## config.mk

```make
export PLATFORM = sky130hd
export DESIGN_NAME = next_fit_slot_allocator
export DESIGN_NICKNAME = d
export VERILOG_FILES = /design/src/rtl/core/nfsa_pkg.sv /design/src/rtl/core/next_fit_slot_allocator.sv /design/src/rtl/core/nfsa_flag_ram.sv /design/src/rtl/core/nfsa_engine.sv
export SDC_FILE = /design/constraint.sdc
export NUM_CORES = 1
export LEC_CHECK = 0
export BUFFER_PORTS_ARGS = -buffer_cell sky130_fd_sc_hd__buf_2
export CORE_AREA = 8 8 181 183
export DETAILED_ROUTE_END_ITERATION = 12
export DIE_AREA = 0 0 189 191
export GPL_ROUTABILITY_DRIVEN = 0
export PLACE_DENSITY = 0.42
export SYNTH_ARGS = -nofsm -noshare
export SYNTH_HDL_FRONTEND = slang
export SYNTH_SLANG_ARGS = --single-unit
```

## constraint.sdc

```tcl
create_clock -name clock -period 5.3 [get_ports clock]
set_input_delay 1.59 -clock clock [delete_from_list [all_inputs] [get_ports clock]]
set_output_delay 1.59 -clock clock [all_outputs]
set_load 0.05 [all_outputs]
```

## src/rtl/core/nfsa_pkg.sv

```systemverilog
// Shared types and constants for the next-fit slot allocator.
`timescale 1ns / 1ps

package nfsa_pkg;

   localparam int MAX_SLOTS  = 64;
   localparam int SLOT_W     = $clog2(MAX_SLOTS);
   localparam int CNT_W      = $clog2(MAX_SLOTS + 1);
   localparam int CSR_ADDR_W = 3;

   // Register index, taken from the word-aligned part of the address.
   localparam logic REG_SLOTS_IN_USE = 1'b0;

   localparam logic [CNT_W-1:0] SLOTS_RESET = CNT_W'(MAX_SLOTS);

   typedef enum logic [1:0] {
      OP_ALLOC = 2'd0,
      OP_FREE  = 2'd1,
      OP_CLEAR = 2'd2,
      OP_FILL  = 2'd3
   } op_type;

   typedef enum logic [5:0] {
      ST_INIT  = 6'b000001,
      ST_IDLE  = 6'b000010,
      ST_SCAN  = 6'b000100,
      ST_FREE  = 6'b001000,
      ST_SWEEP = 6'b010000,
      ST_DONE  = 6'b100000
   } state_type;

   typedef struct packed {
      logic              granted;
      logic [SLOT_W-1:0] slot;
      logic              error;
      logic [CNT_W-1:0]  active_count;
   } res_type;

   typedef struct packed {
      logic              wr_en;
      logic [SLOT_W-1:0] wr_addr;
      logic              wr_data;
      logic [SLOT_W-1:0] rd_addr;
   } mem_req_type;

endpackage

```

## src/rtl/core/next_fit_slot_allocator.sv

```systemverilog
// Top level of the next-fit slot allocator: CSR, flag RAM, sequencer, response register.
`timescale 1ns / 1ps

// Pool of up to 64 slots with a busy flag each, kept in a one-port-write,
// one-port-read flag RAM. A request word carries the operation in tuser and
// the slot to free in tdata; every request yields exactly one response word.
// Allocate scans circularly from the search pointer, one slot per cycle
// through the RAM's registered read, checking slots until an idle one turns
// up or the whole pool has been seen. Clear and fill rewrite all 64 RAM
// entries, one per cycle. After reset the block runs a clearing pass over
// all 64 RAM entries with req_tready low; the CSR port works throughout.
// The slots_in_use register (address 0) selects the pool size; 0 acts as 1
// and values above 64 act as 64. Write it only while idle.
// A finished response waits in its own register, so the next request is
// taken while the previous response is still pending.
module next_fit_slot_allocator import nfsa_pkg::*; (
   input  logic                  clock,
   input  logic                  reset,
   // request stream
   input  logic                  req_tvalid,
   output logic                  req_tready,
   input  logic [7:0]            req_tdata,   // [5:0] slot_index, [7:6] zero
   input  logic [1:0]            req_tuser,   // [1:0] operation
   // response stream
   output logic                  rsp_tvalid,
   input  logic                  rsp_tready,
   output logic [15:0]           rsp_tdata,   // [0] granted, [6:1] slot, [7] error,
                                              // [14:8] active_count, [15] zero
   // APB-style CSR port
   input  logic                  csr_psel,
   input  logic                  csr_penable,
   input  logic                  csr_pwrite,
   input  logic [CSR_ADDR_W-1:0] csr_paddr,
   input  logic [31:0]           csr_pwdata,
   output logic [31:0]           csr_prdata,
   output logic                  csr_pready
);

   logic [CNT_W-1:0] slots_ff, slots_in;
   logic [CNT_W-1:0] pool_size;
   logic             csr_wr;

   mem_req_type      mem_req;
   logic [0:0]       rd_data;
   logic             res_valid;
   res_type          res;

   logic             rsp_valid_ff, rsp_valid_in;
   res_type          rsp_ff, rsp_in;
   logic             rsp_free;

   // CSR: single register, no wait states
   assign csr_pready = 1'b1;
   assign csr_wr     = csr_psel && csr_penable && csr_pwrite && csr_pready;
   assign csr_prdata = (csr_paddr[2] == REG_SLOTS_IN_USE) ? {{(32 - CNT_W){1'b0}}, slots_ff}
                                                           : '0;

   always_comb begin
      slots_in = slots_ff;
      if (csr_wr && (csr_paddr[2] == REG_SLOTS_IN_USE)) begin
         slots_in = csr_pwdata[CNT_W-1:0];
      end
   end

   // clamp the register to 1..MAX_SLOTS
   always_comb begin
      priority if (slots_ff == '0) begin
         pool_size = CNT_W'(1);
      end else if (slots_ff > CNT_W'(MAX_SLOTS)) begin
         pool_size = CNT_W'(MAX_SLOTS);
      end else begin
         pool_size = slots_ff;
      end
   end

   nfsa_flag_ram #(
      .DEPTH (MAX_SLOTS),
      .WIDTH (1)
   ) u_flag_ram (
      .clock   (clock),
      .wr_en   (mem_req.wr_en),
      .wr_addr (mem_req.wr_addr),
      .wr_data (mem_req.wr_data),
      .rd_addr (mem_req.rd_addr),
      .rd_data (rd_data)
   );

   nfsa_engine u_engine (
      .clock     (clock),
      .reset     (reset),
      .pool_size (pool_size),
      .req_valid (req_tvalid),
      .req_op    (op_type'(req_tuser)),
      .req_idx   (req_tdata[SLOT_W-1:0]),
      .req_ready (req_tready),
      .rd_data   (rd_data[0]),
      .mem_req   (mem_req),
      .res_valid (res_valid),
      .res       (res),
      .res_take  (rsp_free)
   );

   // response register: load a finished result whenever the slot is free
   assign rsp_free = !rsp_valid_ff || rsp_tready;

   always_comb begin
      rsp_valid_in = rsp_valid_ff;
      rsp_in       = rsp_ff;
      if (res_valid && rsp_free) begin
         rsp_valid_in = 1'b1;
         rsp_in       = res;
      end else if (rsp_tready) begin
         rsp_valid_in = 1'b0;
      end
   end

   always_ff @(posedge clock) begin
      if (reset) begin
         slots_ff     <= SLOTS_RESET;
         rsp_valid_ff <= 1'b0;
      end else begin
         slots_ff     <= slots_in;
         rsp_valid_ff <= rsp_valid_in;
      end
   end

   always_ff @(posedge clock) begin
      rsp_ff <= rsp_in;
   end

   assign rsp_tvalid = rsp_valid_ff;
   assign rsp_tdata  = {1'b0, rsp_ff.active_count, rsp_ff.error, rsp_ff.slot,
                        rsp_ff.granted};

   // busy count can never pass the number of RAM entries
   a_count_bound: assert property (@(posedge clock) disable iff (reset)
      rsp_valid_ff |-> (rsp_ff.active_count <= CNT_W'(MAX_SLOTS)))
      else $error("active_count above pool capacity");

   // a grant is never an error and always names a slot inside the pool
   a_grant_ok: assert property (@(posedge clock) disable iff (reset)
      (rsp_valid_ff && rsp_ff.granted) |->
         (!rsp_ff.error && ({1'b0, rsp_ff.slot} < pool_size)))
      else $error("granted response with error or slot outside pool");

   // req_tready is low as reset falls and the post-reset clearing pass starts
   a_init_block: assert property (@(posedge clock) disable iff (reset)
      $fell(reset) |-> !req_tready)
      else $error("request accepted during clearing pass");

   // a pending result is never dropped while the response is stalled
   a_no_overwrite: assert property (@(posedge clock) disable iff (reset)
      (res_valid && rsp_valid_ff && !rsp_tready) |=> res_valid)
      else $error("result lost while response stalled");

endmodule

```

## src/rtl/core/nfsa_flag_ram.sv

```systemverilog
// Generic single-write, single-read synchronous RAM with registered read data.
`timescale 1ns / 1ps

module nfsa_flag_ram #(
   parameter int DEPTH = 64,
   parameter int WIDTH = 1
) (
   input  logic                     clock,
   input  logic                     wr_en,
   input  logic [$clog2(DEPTH)-1:0] wr_addr,
   input  logic [WIDTH-1:0]         wr_data,
   input  logic [$clog2(DEPTH)-1:0] rd_addr,
   output logic [WIDTH-1:0]         rd_data
);

   logic [WIDTH-1:0] mem [DEPTH];
   logic [WIDTH-1:0] rd_data_ff;

   always_ff @(posedge clock) begin
      if (wr_en) begin
         mem[wr_addr] <= wr_data;
      end
      rd_data_ff <= mem[rd_addr];
   end

   assign rd_data = rd_data_ff;

endmodule

```

## src/rtl/core/nfsa_engine.sv

```systemverilog
// Sequencer: scans, frees, sweeps the busy-flag RAM and keeps pointer and count.
`timescale 1ns / 1ps

module nfsa_engine import nfsa_pkg::*; (
   input  logic              clock,
   input  logic              reset,
   input  logic [CNT_W-1:0]  pool_size,
   input  logic              req_valid,
   input  op_type            req_op,
   input  logic [SLOT_W-1:0] req_idx,
   output logic              req_ready,
   input  logic              rd_data,
   output mem_req_type       mem_req,
   output logic              res_valid,
   output res_type           res,
   input  logic              res_take
);

   localparam logic [SLOT_W-1:0] LAST_SLOT = SLOT_W'(MAX_SLOTS - 1);

   state_type         state_ff, state_in;
   op_type            op_ff, op_in;
   logic [SLOT_W-1:0] idx_ff, idx_in;
   logic [SLOT_W-1:0] ptr_ff, ptr_in;
   logic [CNT_W-1:0]  count_ff, count_in;
   logic [SLOT_W-1:0] chk_ff, chk_in;
   logic [CNT_W-1:0]  tries_ff, tries_in;
   logic [SLOT_W-1:0] sweep_ff, sweep_in;
   res_type           res_ff, res_in;

   logic [SLOT_W-1:0] start_slot;
   logic [CNT_W-1:0]  chk_inc;
   logic [SLOT_W-1:0] chk_next;

   assign start_slot = ({1'b0, ptr_ff} < pool_size) ? ptr_ff : '0;
   assign chk_inc    = {1'b0, chk_ff} + CNT_W'(1);
   assign chk_next   = (chk_inc == pool_size) ? '0 : chk_inc[SLOT_W-1:0];

   assign req_ready = (state_ff == ST_IDLE);
   assign res_valid = (state_ff == ST_DONE);
   assign res       = res_ff;

   always_comb begin
      state_in = state_ff;
      op_in    = op_ff;
      idx_in   = idx_ff;
      ptr_in   = ptr_ff;
      count_in = count_ff;
      chk_in   = chk_ff;
      tries_in = tries_ff;
      sweep_in = sweep_ff;
      res_in   = res_ff;
      mem_req.wr_en   = 1'b0;
      mem_req.wr_addr = sweep_ff;
      mem_req.wr_data = 1'b0;
      mem_req.rd_addr = chk_ff;

      unique case (state_ff)
         ST_INIT: begin
            // clear every flag after reset, one entry a cycle
            mem_req.wr_en = 1'b1;
            if (sweep_ff == LAST_SLOT) begin
               state_in = ST_IDLE;
            end else begin
               sweep_in = sweep_ff + SLOT_W'(1);
            end
         end
         ST_IDLE: begin
            if (req_valid) begin
               op_in  = req_op;
               idx_in = req_idx;
               unique case (req_op)
                  OP_ALLOC: begin
                     mem_req.rd_addr = start_slot;
                     chk_in          = start_slot;
                     tries_in        = '0;
                     state_in        = ST_SCAN;
                  end
                  OP_FREE: begin
                     mem_req.rd_addr = req_idx;
                     state_in        = ST_FREE;
                  end
                  OP_CLEAR, OP_FILL: begin
                     sweep_in = '0;
                     state_in = ST_SWEEP;
                  end
               endcase
            end
         end
         ST_SCAN: begin
            // rd_data holds the flag of chk_ff
            if (!rd_data) begin
               mem_req.wr_en   = 1'b1;
               mem_req.wr_addr = chk_ff;
               mem_req.wr_data = 1'b1;
               ptr_in          = chk_next;
               count_in        = count_ff + CNT_W'(1);
               res_in          = '{granted: 1'b1, slot: chk_ff, error: 1'b0,
                                   active_count: count_ff + CNT_W'(1)};
               state_in        = ST_DONE;
            end else if (tries_ff == pool_size - CNT_W'(1)) begin
               res_in   = '{granted: 1'b0, slot: '0, error: 1'b1,
                            active_count: count_ff};
               state_in = ST_DONE;
            end else begin
               mem_req.rd_addr = chk_next;
               chk_in          = chk_next;
               tries_in        = tries_ff + CNT_W'(1);
            end
         end
         ST_FREE: begin
            if (({1'b0, idx_ff} < pool_size) && rd_data) begin
               mem_req.wr_en   = 1'b1;
               mem_req.wr_addr = idx_ff;
               mem_req.wr_data = 1'b0;
               count_in        = (count_ff != '0) ? count_ff - CNT_W'(1) : count_ff;
               res_in          = '{granted: 1'b0, slot: '0, error: 1'b0,
                                   active_count: count_in};
            end else begin
               res_in = '{granted: 1'b0, slot: '0, error: 1'b1,
                          active_count: count_ff};
            end
            state_in = ST_DONE;
         end
         ST_SWEEP: begin
            mem_req.wr_en   = 1'b1;
            mem_req.wr_data = (op_ff == OP_FILL) && ({1'b0, sweep_ff} < pool_size);
            if (sweep_ff == LAST_SLOT) begin
               count_in = (op_ff == OP_FILL) ? pool_size : '0;
               ptr_in   = '0;
               res_in   = '{granted: 1'b0, slot: '0, error: 1'b0,
                            active_count: count_in};
               state_in = ST_DONE;
            end else begin
               sweep_in = sweep_ff + SLOT_W'(1);
            end
         end
         ST_DONE: begin
            if (res_take) begin
               state_in = ST_IDLE;
            end
         end
         default: begin
            state_in = ST_IDLE;
         end
      endcase
   end

   always_ff @(posedge clock) begin
      if (reset) begin
         state_ff <= ST_INIT;
         ptr_ff   <= '0;
         count_ff <= '0;
         sweep_ff <= '0;
         op_ff    <= OP_ALLOC;
         tries_ff <= '0;
      end else begin
         state_ff <= state_in;
         ptr_ff   <= ptr_in;
         count_ff <= count_in;
         sweep_ff <= sweep_in;
         op_ff    <= op_in;
         tries_ff <= tries_in;
      end
   end

   always_ff @(posedge clock) begin
      idx_ff <= idx_in;
      chk_ff <= chk_in;
      res_ff <= res_in;
   end

endmodule
```

==> out/results.txt <==
Skew-Pair Late Insertion Delay -> 430 ps
setup TNS -> 0 ps
Num CTS Buffers -> 17
PostCTS Resize Cnt -> 0
number of synthesized flops with an enable pin -> 106
Routed WL per cell -> 19.9 um
# clock sinks -> 149
Tot GR Track Use -> 15.0%
slew margin rel. -> 19.5%
Die W -> 189 um
row cnt -> 64
Max Slew Vio Count -> 0
Hold/Removal Path Class -> register to register
Crit Path Category -> register to register
achievable clock frequency -> 210 MHz
status -> finished, final reports clean
endpoints failing hold -> 0
DP Worst Slack -> 473 ps
fraction of layout cells with a size suffix above 1 -> 14.9%
postcts setup bufs -> 0
buffers added on ports -> 46
Tcrit/Tclk final -> 89.8%
initial antenna violation count -> 0
CTS Buffer Depth -> 2
Worst EP required -> 5420 ps
largest net degree at the start of global routing -> 65
Vias/cell -> 5.24
Core ar. -> 30,000 um^2
first-pass GRT wire length -> 42.0 mm
library cells used by synthesis -> 86
vias post-DR -> 7,003
H-tree depth -> 4
Static Leak -> 3.47 nW
P&R area growth vs syn -> 14.1%
Final Util -> 33.4%
top_reg_cell synth -> edfxtp_1
Worst Skew -> 14.2 ps
DIE HEIGHT -> 191 um
fin nets -> 1,001
cell area after synthesis -> 8780 um^2
Critical Path Fanout Max -> 13
Ports -> 103
Post-Syn Instances -> 895
CTS Root Cell -> clkbuf_16
synth warn -> 0
CP Capture Type -> register
TritonCTS clock tree -> built
PD cells -> 337 nW/um^2
Async S/R FF share, synth -> 0%
vias in the first global route -> 6,985
top cells by count, synth -> nor2_1 (113), edfxtp_1 (106), nand2_1 (64)
antenna-violating nets left -> 0
top cell type's share of synthesized area -> 36.2%
critical path arrival -> 4880 ps
final hold slack -> 417 ps
# setup viols final -> 0
routed wire length -> 26.6 mm
Critical Path Source Type -> register
Initial DRC Count -> 489
sequential area share after synthesis -> 46.1%
Hold Buf Count CTS -> 0
grt total ovfl -> 0
Clock transition at path regs -> 70 ps
max cap viols -> 0
RSZ-0062 raised after global routing -> no
Post-route DRC -> 0
hpwl dp -> 18.9 mm
VDD IR max -> 0.210 mV
synthesis-stage register bit count -> 149
Yosys top cell by area -> edfxtp_1
DR pass1 iterations -> 5
worst-margin pin slew -> 1210 ps
Design Power -> 3.37 mW
post-layout minimum cycle time -> 4760 ps
Initial Util -> 29.2%
die area -> 36,100 um^2
final setup margin -> 541 ps
Mean Syn Cell Area -> 9.81 um^2
most common cell in the netlist -> nor2_1
synth top area cells -> edfxtp_1 (36%), dfxtp_1 (9.8%), nor2_1 (4.8%)
power breakdown:
| group | switching [mW] | total [mW] | internal, mW |
|---|---|---|---|
| Clock | 0.514 | 1.36 | 0.842 |
| Sequential | 0.0420 | 1.33 | 1.29 |
| Combinational | 0.471 | 0.687 | 0.216 |
| Total | 1.03 | 3.37 | 2.35 |
cell type report:
cell class,count,area (um^2)
repair buffers,72,425
flip-flops and latches,149,4040
well taps,396,495
diodes,1,2.50
inverters,18,67.6
clock buffers,18,429
multi-input cells,670,4340
clock inverters,13,221
fillers,3114,20000
cell families after synthesis:
family                     synth area share, %
AOI/OAI and AO/OA                         16.9
xor gates and xnor gates                  3.25
DFF                                       46.1
muxes                                     3.59
adders and majority gates                 3.11
buffers and inverters                     5.87
other                                   0.0855
and+or+nand+nor                           21.1
worst max-delay path, stage by stage, from the launching register on:
cell	delay, ps
dfxtp_1	560
inv_2	180
nand2_1	410
ha_1	320
o21a_1	100
o21a_1	160
o21a_1	160
o21ai_1	120
a211o_1	310
a21oi_1	290
a211oi_2	1010
nand3b_1	570
nor2_1	240
routing by layer:
metal  vias up  GRT usage (%)  wire length, um  share of wire, %
li1       3362              -                -                 -
met1      3458           20.8            12900                49
met2       158           23.5            12300                46
met3        25           2.33              987               3.7
met4         0           4.72              431               1.6
met5         -              0                0                 0
cell usage in the layout, fill, tap and decap left out, drive strengths merged, types with 6 or more instances in the layout:
master	instances
o21ai	37
conb	27
buf	72
nor4	8
and2	13
a22oi	11
nor3b	7
o21a	6
a31oi	11
a21oi	36
edfxtp	106
nor2	113
nand3b	9
nand2b	13
nand3	25
nor3	33
clkbuf	18
xnor2	16
mux2i	18
o22ai	6
inv	20
mux2	6
nand2	64
and3	11
nor4b	14
or3	6
nand4	12
a211oi	24
dfxtp	43
nor2b	14
xor2	14
ha	21
stage by stage:
step / std cells / area, um^2
2_1_floorplan: 920 / 8870
4_1_cts: 1336 / 10000
3_3_place_gp: 1305 / 9370
6_report: 1337 / 10000
5_1_grt: 1336 / 10000
3_5_place_dp: 1305 / 9370
final timing paths:
kind                             endpoint                      start  slack [ps]  depth (start not counted)
min reg2reg        rsp_tdata[8]$_DFFE_PP_  u_engine.res[0]$_DFFE_PP_         420                          0
min                rsp_tdata[8]$_DFFE_PP_  u_engine.res[0]$_DFFE_PP_         420                          0
max reg2reg  u_flag_ram.mem[46]$_DFFE_PP_   slots_ff[6]$_SDFFE_PP1P_         540                         12
max          u_flag_ram.mem[46]$_DFFE_PP_   slots_ff[6]$_SDFFE_PP1P_         540                         12
registers in the layout, summed over array words and instances, names as in the netlist, 6 cells and up:
name               count
rsp_tdata             15
u_engine.chk_ff        6
u_engine.state_ff      6
u_engine.sweep_ff      6
u_engine.ptr_ff        6
u_flag_ram.mem        64
slots_ff               7
u_engine.count_ff      7
u_engine.idx_ff        6
u_engine.res          15
u_engine.tries_ff      7
Power figures use the tool's default switching activity.
